===== src/design/md4_pkg.sv =====
// ----------------------------------------------------------------------------
// MD4 package
// Word types, hash constants and step schedule tables for the MD4 engine.
// ----------------------------------------------------------------------------
package md4_pkg;

    typedef struct packed {
        logic       cmd;
        logic [7:0] data_byte;
    } md4_in_t;

    typedef struct packed {
        logic [31:0] digest_word;
        logic [1:0]  word_index;
        logic        last_word;
    } md4_out_t;

    localparam logic CMD_ABSORB = 1'b0;
    localparam logic CMD_FINISH = 1'b1;

    localparam logic [31:0] INIT_A = 32'h67452301;
    localparam logic [31:0] INIT_B = 32'hefcdab89;
    localparam logic [31:0] INIT_C = 32'h98badcfe;
    localparam logic [31:0] INIT_D = 32'h10325476;

    localparam logic [31:0] K_ROUND2 = 32'h5a827999;
    localparam logic [31:0] K_ROUND3 = 32'h6ed9eba1;

    localparam logic [7:0] PAD_BYTE  = 8'h80;
    localparam logic [5:0] LEN_POS   = 6'd56;
    localparam logic [5:0] LAST_POS  = 6'd63;
    localparam logic [5:0] STEP_LAST = 6'd47;

    localparam int BUF_WORDS = 16;

    localparam logic [1:0] ROUND_F = 2'd0;
    localparam logic [1:0] ROUND_G = 2'd1;
    localparam logic [1:0] ROUND_H = 2'd2;

    // Message word used by a step: in order, column-major, then bit-reversed.
    function automatic logic [3:0] md4_widx(input logic [5:0] step);
        logic [3:0] j;
        logic [3:0] idx;
        j = step[3:0];
        case (step[5:4])
            ROUND_F: idx = j;
            ROUND_G: idx = {j[1:0], j[3:2]};
            ROUND_H: idx = {j[0], j[1], j[2], j[3]};
            default: idx = j;
        endcase
        return idx;
    endfunction

    // Rotate amount per round and step position within a group of four.
    function automatic logic [4:0] md4_shift(input logic [1:0] round, input logic [1:0] sel);
        logic [4:0] s;
        case (round)
            ROUND_F:
            begin
                case (sel)
                    2'd0:    s = 5'd3;
                    2'd1:    s = 5'd7;
                    2'd2:    s = 5'd11;
                    default: s = 5'd19;
                endcase
            end
            ROUND_G:
            begin
                case (sel)
                    2'd0:    s = 5'd3;
                    2'd1:    s = 5'd5;
                    2'd2:    s = 5'd9;
                    default: s = 5'd13;
                endcase
            end
            default:
            begin
                case (sel)
                    2'd0:    s = 5'd3;
                    2'd1:    s = 5'd9;
                    2'd2:    s = 5'd11;
                    default: s = 5'd15;
                endcase
            end
        endcase
        return s;
    endfunction

endpackage


===== src/design/md4_ram.sv =====
// ----------------------------------------------------------------------------
// MD4 generic RAM
// Single write port, single read port with registered read data.
// ----------------------------------------------------------------------------
module md4_ram #(
    parameter int WIDTH = 32,
    parameter int DEPTH = 16
) (
    input  logic                     clk,
    input  logic                     we,
    input  logic [$clog2(DEPTH)-1:0] waddr,
    input  logic [WIDTH-1:0]         wdata,
    input  logic [$clog2(DEPTH)-1:0] raddr,
    output logic [WIDTH-1:0]         rdata
);

    logic [WIDTH-1:0] mem [DEPTH];

    always_ff @(posedge clk)
    begin
        if (we)
        begin
            mem[waddr] <= wdata;
        end
        rdata <= mem[raddr];
    end

endmodule


===== src/design/md4_round.sv =====
// ----------------------------------------------------------------------------
// MD4 step unit
// One compression step: round function, additions and left rotate.
// ----------------------------------------------------------------------------
module md4_round
    import md4_pkg::*;
(
    input  logic [5:0]  step,
    input  logic [31:0] a,
    input  logic [31:0] b,
    input  logic [31:0] c,
    input  logic [31:0] d,
    input  logic [31:0] w,
    output logic [31:0] result
);

    logic [1:0]  round;
    logic [31:0] f;
    logic [31:0] k;
    logic [31:0] sum;
    logic [4:0]  s;
    logic [5:0]  rsh;

    assign round = step[5:4];

    always_comb
    begin
        case (round)
            ROUND_F:
            begin
                f = (b & c) | (~b & d);
                k = '0;
            end
            ROUND_G:
            begin
                f = (b & c) | (b & d) | (c & d);
                k = K_ROUND2;
            end
            default:
            begin
                f = b ^ c ^ d;
                k = K_ROUND3;
            end
        endcase
    end

    assign sum    = a + f + w + k;
    assign s      = md4_shift(round, step[1:0]);
    assign rsh    = 6'd32 - {1'b0, s};
    assign result = (sum << s) | (sum >> rsh);

endmodule


===== src/design/md4_message_digest_unit.sv =====
// ----------------------------------------------------------------------------
// MD4 message digest unit
// Streaming MD4 hash engine, one message byte per input word.
// ----------------------------------------------------------------------------
// Usage:
//   msg channel (valid/ready): cmd 0 absorbs data_byte, cmd 1 finishes the
//   message. digest channel (valid/ready): four words per finish, word_index
//   0..3, last_word set on the fourth.
//   The byte that completes a 64-byte block starts a compression (a read
//   setup state, 48 steps through the shared step unit, then the chaining
//   adds), during which msg_ready is low. Finish generates 9 to 72
//   padding/length bytes at one per cycle, pausing for the compression of
//   each completed block (one or two), then presents the digest words one
//   per cycle while the receiver takes them. The block buffer is a 16 x 32
//   RAM written a word at a time and read one word per step.
//   Reset restores the initial chaining words, clears the bit count and
//   leaves the buffer contents undefined; no clearing pass is needed.
//   When the receiver stalls, the digest register holds its word and the
//   sequencer waits; after the fourth word is loaded the chain is
//   reinitialized and msg_ready returns even if that word is still waiting.
// ----------------------------------------------------------------------------
module md4_message_digest_unit
    import md4_pkg::*;
(
    input  logic     clk,
    input  logic     rst_n,
    input  logic     msg_valid,
    output logic     msg_ready,
    input  md4_in_t  msg,
    output logic     digest_valid,
    input  logic     digest_ready,
    output md4_out_t digest
);

    typedef enum logic [5:0] {
        ST_IDLE = 6'b000001,
        ST_PAD  = 6'b000010,
        ST_LOAD = 6'b000100,
        ST_STEP = 6'b001000,
        ST_ADD  = 6'b010000,
        ST_OUT  = 6'b100000
    } state_t;

    localparam int AW = $clog2(BUF_WORDS);

    state_t      state_reg, state_next;
    logic [5:0]  step_reg, step_next;
    logic [1:0]  out_idx_reg, out_idx_next;
    logic        dvalid_reg, dvalid_next;
    logic        pad_first_reg, pad_first_next;
    logic        len_phase_reg, len_phase_next;
    logic        fin_reg, fin_next;
    logic [63:0] bit_count_reg, bit_count_next;
    logic [31:0] chain_reg [4];
    logic [31:0] chain_next [4];

    logic [31:0] v_reg [4];
    logic [31:0] v_next [4];
    logic [23:0] asm_reg, asm_next;
    logic [63:0] len_reg, len_next;
    md4_out_t    dout_reg, dout_next;

    logic [5:0]    pos;
    logic [7:0]    pad_byte;
    logic [7:0]    abs_byte;
    logic          absorb;
    logic          ram_we;
    logic [AW-1:0] ram_waddr;
    logic [31:0]   ram_wdata;
    logic [AW-1:0] ram_raddr;
    logic [31:0]   ram_rdata;
    logic [1:0]    t;
    logic [31:0]   step_result;
    logic [5:0]    step_inc;

    assign pos       = bit_count_reg[8:3];
    assign msg_ready = (state_reg == ST_IDLE);
    assign step_inc  = step_reg + 6'd1;
    assign t         = 2'd0 - step_reg[1:0];

    // Padding byte: marker first, zeros up to offset 56, then the length.
    always_comb
    begin
        if (pad_first_reg)
        begin
            pad_byte = PAD_BYTE;
        end
        else if (len_phase_reg || (pos == LEN_POS))
        begin
            pad_byte = len_reg[{pos[2:0], 3'b000} +: 8];
        end
        else
        begin
            pad_byte = '0;
        end
    end

    assign abs_byte  = (state_reg == ST_PAD) ? pad_byte : msg.data_byte;
    assign ram_waddr = pos[5:2];
    assign ram_wdata = {abs_byte, asm_reg};

    md4_ram #(
        .WIDTH(32),
        .DEPTH(BUF_WORDS)
    ) u_buf (
        .clk  (clk),
        .we   (ram_we),
        .waddr(ram_waddr),
        .wdata(ram_wdata),
        .raddr(ram_raddr),
        .rdata(ram_rdata)
    );

    md4_round u_step (
        .step  (step_reg),
        .a     (v_reg[t]),
        .b     (v_reg[t + 2'd1]),
        .c     (v_reg[t + 2'd2]),
        .d     (v_reg[t + 2'd3]),
        .w     (ram_rdata),
        .result(step_result)
    );

    always_comb
    begin
        state_next     = state_reg;
        step_next      = step_reg;
        out_idx_next   = out_idx_reg;
        dvalid_next    = dvalid_reg && !digest_ready;
        pad_first_next = pad_first_reg;
        len_phase_next = len_phase_reg;
        fin_next       = fin_reg;
        bit_count_next = bit_count_reg;
        chain_next     = chain_reg;
        v_next         = v_reg;
        asm_next       = asm_reg;
        len_next       = len_reg;
        dout_next      = dout_reg;
        absorb         = 1'b0;
        ram_we         = 1'b0;
        ram_raddr      = md4_widx(step_inc);

        case (state_reg)
            ST_IDLE:
            begin
                if (msg_valid)
                begin
                    if (msg.cmd == CMD_FINISH)
                    begin
                        len_next       = bit_count_reg;
                        pad_first_next = 1'b1;
                        len_phase_next = 1'b0;
                        fin_next       = 1'b1;
                        state_next     = ST_PAD;
                    end
                    else
                    begin
                        absorb = 1'b1;
                    end
                end
            end
            ST_PAD:
            begin
                absorb         = 1'b1;
                pad_first_next = 1'b0;
                if (!pad_first_reg && (pos == LEN_POS))
                begin
                    len_phase_next = 1'b1;
                end
            end
            ST_LOAD:
            begin
                ram_raddr  = md4_widx(6'd0);
                v_next     = chain_reg;
                step_next  = '0;
                state_next = ST_STEP;
            end
            ST_STEP:
            begin
                v_next[t] = step_result;
                step_next = step_inc;
                if (step_reg == STEP_LAST)
                begin
                    state_next = ST_ADD;
                end
            end
            ST_ADD:
            begin
                for (int i = 0; i < 4; i++)
                begin
                    chain_next[i] = chain_reg[i] + v_reg[i];
                end
                if (!fin_reg)
                begin
                    state_next = ST_IDLE;
                end
                else if (len_phase_reg)
                begin
                    out_idx_next = '0;
                    state_next   = ST_OUT;
                end
                else
                begin
                    state_next = ST_PAD;
                end
            end
            ST_OUT:
            begin
                if (!dvalid_reg || digest_ready)
                begin
                    dvalid_next           = 1'b1;
                    dout_next.digest_word = chain_reg[out_idx_reg];
                    dout_next.word_index  = out_idx_reg;
                    dout_next.last_word   = (out_idx_reg == 2'd3);
                    out_idx_next          = out_idx_reg + 2'd1;
                    if (out_idx_reg == 2'd3)
                    begin
                        chain_next[0]  = INIT_A;
                        chain_next[1]  = INIT_B;
                        chain_next[2]  = INIT_C;
                        chain_next[3]  = INIT_D;
                        bit_count_next = '0;
                        fin_next       = 1'b0;
                        state_next     = ST_IDLE;
                    end
                end
            end
            default:
            begin
                state_next = ST_IDLE;
            end
        endcase

        // Store the byte: collect lanes 0..2, write the word on lane 3.
        if (absorb)
        begin
            bit_count_next = {bit_count_reg[63:3] + 61'd1, 3'b000};
            case (pos[1:0])
                2'd0:    asm_next[7:0]   = abs_byte;
                2'd1:    asm_next[15:8]  = abs_byte;
                2'd2:    asm_next[23:16] = abs_byte;
                default: ram_we          = 1'b1;
            endcase
            if (pos == LAST_POS)
            begin
                state_next = ST_LOAD;
            end
        end
    end

    always_ff @(posedge clk or negedge rst_n)
    begin
        if (!rst_n)
        begin
            state_reg     <= ST_IDLE;
            step_reg      <= '0;
            out_idx_reg   <= '0;
            dvalid_reg    <= 1'b0;
            pad_first_reg <= 1'b0;
            len_phase_reg <= 1'b0;
            fin_reg       <= 1'b0;
            bit_count_reg <= '0;
            chain_reg[0]  <= INIT_A;
            chain_reg[1]  <= INIT_B;
            chain_reg[2]  <= INIT_C;
            chain_reg[3]  <= INIT_D;
        end
        else
        begin
            state_reg     <= state_next;
            step_reg      <= step_next;
            out_idx_reg   <= out_idx_next;
            dvalid_reg    <= dvalid_next;
            pad_first_reg <= pad_first_next;
            len_phase_reg <= len_phase_next;
            fin_reg       <= fin_next;
            bit_count_reg <= bit_count_next;
            chain_reg     <= chain_next;
        end
    end

    // Working registers and output payload: no reset needed.
    always_ff @(posedge clk)
    begin
        v_reg    <= v_next;
        asm_reg  <= asm_next;
        len_reg  <= len_next;
        dout_reg <= dout_next;
    end

    assign digest_valid = dvalid_reg;
    assign digest       = dout_reg;

endmodule

===== config.mk =====
export PLATFORM = sky130hd
export DESIGN_NAME = md4_message_digest_unit
export DESIGN_NICKNAME = d
export VERILOG_FILES = /design/src/design/md4_pkg.sv /design/src/design/md4_ram.sv /design/src/design/md4_round.sv /design/src/design/md4_message_digest_unit.sv
export SDC_FILE = /design/constraint.sdc
export NUM_CORES = 2
export LEC_CHECK = 0
export ABC_AREA = 0
export BUFFER_PORTS_ARGS = -buffer_cell sky130_fd_sc_hd__buf_2
export CAP_MARGIN = 10
export CORE_ASPECT_RATIO = 0.8
export CORE_MARGIN = 8
export CORE_UTILIZATION = 64
export DETAILED_ROUTE_END_ITERATION = 8
export MAX_ROUTING_LAYER = met4
export PLACE_DENSITY = 0.88
export SLEW_MARGIN = 40
export SYNTH_ARGS = -nofsm -noshare
export SYNTH_HDL_FRONTEND = slang
export SYNTH_SLANG_ARGS = --single-unit

===== constraint.sdc =====
create_clock -name clk -period 8.7 [get_ports clk]
set_clock_uncertainty 0.1 [all_clocks]
set_input_delay 1.74 -clock clk [delete_from_list [all_inputs] [get_ports clk]]
set_output_delay 1.74 -clock clk [all_outputs]
set_load 0.005 [all_outputs]

==> impl_metrics.ini <==
[worst_setup_path]
endpoint = v_reg[41]$_DFFE_PP_
cp-startpoint = step_reg[0]$_DFFE_PN0N_
critPathCaptureType = flip-flop
critical_path_class = reg -> reg
r2r_cells = 22
max_stage_delay_ns = 0.75
critPathArrivalTime_ns = 8.49
r2r_slack_ns = 0.60
cp_slowest_cell = o31ai_2
crit_path_start_kind = flip-flop
r2r-end = v_reg[41]$_DFFE_PP_
cp.required_ns = 9.09
crit_fanout = 26
path_cells = ha_1 > nor2_4 > buf_4 > nor2_1 > a21oi_1 > fa_1 > nand2_1 > o21ai_0 > fa_1 > fa_1 > ha_1 > a21oi_1 > o221ai_1 > a21oi_1 > nor3_1 > nor3b_2 > a2111oi_0 > a311oi_2 > nor2_1 > o31ai_2 > mux2i_1 > o21ai_0
reg2reg_from = step_reg[0]$_DFFE_PN0N_

[clocking]
cts_resized = 0
cts_root_buffer = clkbuf_16
clkLatencyLatePin_ns = 0.71
clockBufferDepth = 3
ctsHoldBuffers = 0
post-cts-setup-buffer-count = 0
h-tree-depth = 3
path_clk_slew_ns = 0.06
cts_tree = built
cts_made_buffers = 94
cts.sinks = 999

[synth]
yosys_warnings = 0
synth_cell_type_count = 95
ys_ff_latch = 999
async_flop_share_pct = 20.72
synthTopCellsByArea = edfxtp_1 41%, dfrtp_1 6.4%, nand2_1 6.1%
netlist_top_cells_count = 899 x nand2_1, 760 x edfxtp_1, 324 x o21ai_0
netlist_area_um2 = 55330
syn-mean-instance-area_um2 = 10.98
yosysTopAreaCell = edfxtp_1
synth_edf_count = 760
yosysSeqAreaShare_pct = 51.92
netlist_instances = 5040
synth_nets = 5320
yosys.cell_count.top_type = nand2_1
ys.flop_type = edfxtp_1
netlist.area_leader.share_pct = 41.25

[route]
drc = 0
wl_met2_um = 71440
viasPerCell = 6.959
route.met3.wl_um = 22610
wl_met1_um = 60660
routedWlPerCell_um = 26.20
antenna_left = 0
wl_um = 162400
drtIter0Drc = 6531
top_layer = met4
vias = 43120
dr.pass1.iters = 6

[pwr]
vdd_drop_max_mv = 0.1895
p_per_area_nw_per_um2 = 168.7
p_leak_nw = 23.36

[final_layout]
multi_input_area_um2 = 25120
layout.nets = 5266
largest_register_ff_count = 512
fill_cells = 5790
syn2layout_area_growth_pct = 8.756
drive_above_1_share_pct = 11.76
seq_area_um2 = 28730

[worst_hold_path]
hold_path.class = reg -> reg

[timing]
post-route-period-util_pct = 93.15
setup_tns_ns = 0
fmax_mhz = 123.4
finalHoldViolations = 0
worst_slack_ns = 0.5957
setup_viol = 0
tightest_slew_ns = 0.9248
period_needed_ns = 8.104
slew_viol_final = 0
rsz0062_at_grt = false
slew-limit-headroom_pct = 36.75

[floorplan]
io_pins = 50
start_util_pct = 64.51
die_h_um = 279.0
std_cell_rows = 96
dieArea_um2 = 96170
die-width_um = 344.7
core_um2 = 85760

[grt]
overflow = 0
grt_pass1_vias = 41700
grt_pass1_wl_um = 244700
grt_max_degree = 136
antenna_found_initial = 2
grtUsageTotal_pct = 33.90

[placed_design]
hpwl_um = 105000
place_ws_ns = 0.7919
routabilityCongestion = 1.026
port_buffers = 49

[job]
cap_violations = 0

[run_status]
outcome = complete, no violations
[power breakdown]
part / switching, mW / internal, mW
clock: 1.90 / 2.35
combinational: 0.328 / 0.161
sequential: 0.121 / 5.29
total: 2.35 / 7.80
[worst min path at each step]
stage / from / endpoint / depth (start not counted)
after floorplan: bit_count_reg[6]$_DFFE_PN0P_ / len_reg[6]$_DFFE_PP_ / 0
final: bit_count_reg[54]$_DFFE_PN0P_ / bit_count_reg[54]$_DFFE_PN0P_ / 1
after global routing: bit_count_reg[54]$_DFFE_PN0P_ / bit_count_reg[54]$_DFFE_PN0P_ / 1
after global placement: bit_count_reg[51]$_DFFE_PN0P_ / len_reg[51]$_DFFE_PP_ / 0
after detailed placement: bit_count_reg[63]$_DFFE_PN0P_ / len_reg[63]$_DFFE_PP_ / 0
after CTS: bit_count_reg[37]$_DFFE_PN0P_ / len_reg[37]$_DFFE_PP_ / 0
[logic make-up (layout without fill, tap and decap cells)]
| logic type | Yosys count | count (layout) | share of synthesized area, % |
|---|---|---|---|
| AO/OA/AOI/OAI | 1157 | 1157 | 13.53 |
| buffers and inverters | 460 | 487 | 3.166 |
| XOR/XNOR | 148 | 148 | 2.343 |
| multiplexers | 286 | 286 | 7.951 |
| adder cells (fa/ha/maj) | 267 | 267 | 7.205 |
| other | 0 | 3 | 0 |
| AND/OR/NAND/NOR | 1723 | 1723 | 13.89 |
| flip-flops | 999 | 999 | 51.92 |
[layout by cell type, fill, tap and decap left out, types with 95 or more instances in the layout]
| master | Yosys | routed |
|---|---|---|
| nor2_1 | 203 | 188 |
| nand3_1 | 268 | 267 |
| o21ai_0 | 324 | 313 |
| and3_1 | 99 | 98 |
| nand2_1 | 899 | 895 |
| mux2i_1 | 132 | 131 |
| edfxtp_1 | 760 | 760 |
| dfrtp_1 | 142 | 138 |
| a21oi_1 | 263 | 262 |
| clkbuf_16 | 0 | 95 |
| mux4_2 | 119 | 119 |
| ha_1 | 181 | 180 |
| inv_1 | 166 | 165 |
| a311oi_1 | 99 | 99 |
[critical path: cells and delay by family, from the launching register on]
family	cells	cell delay (ns)
adder cells (fa/ha/maj)	5	2.26
multiplexers	1	0.38
AND/OR/NAND/NOR	6	1.46
AO/OA/AOI/OAI	9	2.91
flip-flops	1	0.51
buffers and inverters	1	0.26
[stage by stage]
step                      instance area, um2  cells  power [mW]  util [%]  hold slack [ns]
after floorplan                        55330   5040       5.768         -           0.3231
after global placement                 56850   6014       5.953     66.28           0.3661
after detailed placement               56920   6015       5.982     66.37           0.3750
after CTS                              60090   6192       10.15     70.06           0.3976
after global routing                   60170   6196       10.37     70.16           0.4042
final                                  60170   6197       10.15     70.16           0.3974
[per-layer routing]
layer | up-vias | GRT usage [%]
met5 | - | -
met4 | 0 | 13.52
met3 | 618 | 8.546
met2 | 3243 | 49.03
met1 | 20740 | 46.23
li1 | 18530 | -
[area by class of cell]
| class | instances | area share (%) |
|---|---|---|
| sequential | 999 | 47.75 |
| multi-input combinational | 3581 | 41.74 |
| clock buffer | 132 | 4.365 |
| tap | 1127 | 2.343 |
| timing repair buffer | 143 | 1.847 |
| inverter | 167 | 1.042 |
| clock inverter | 45 | 0.8983 |
| antenna | 3 | 0.01248 |
(Power assumes the default switching activity.)
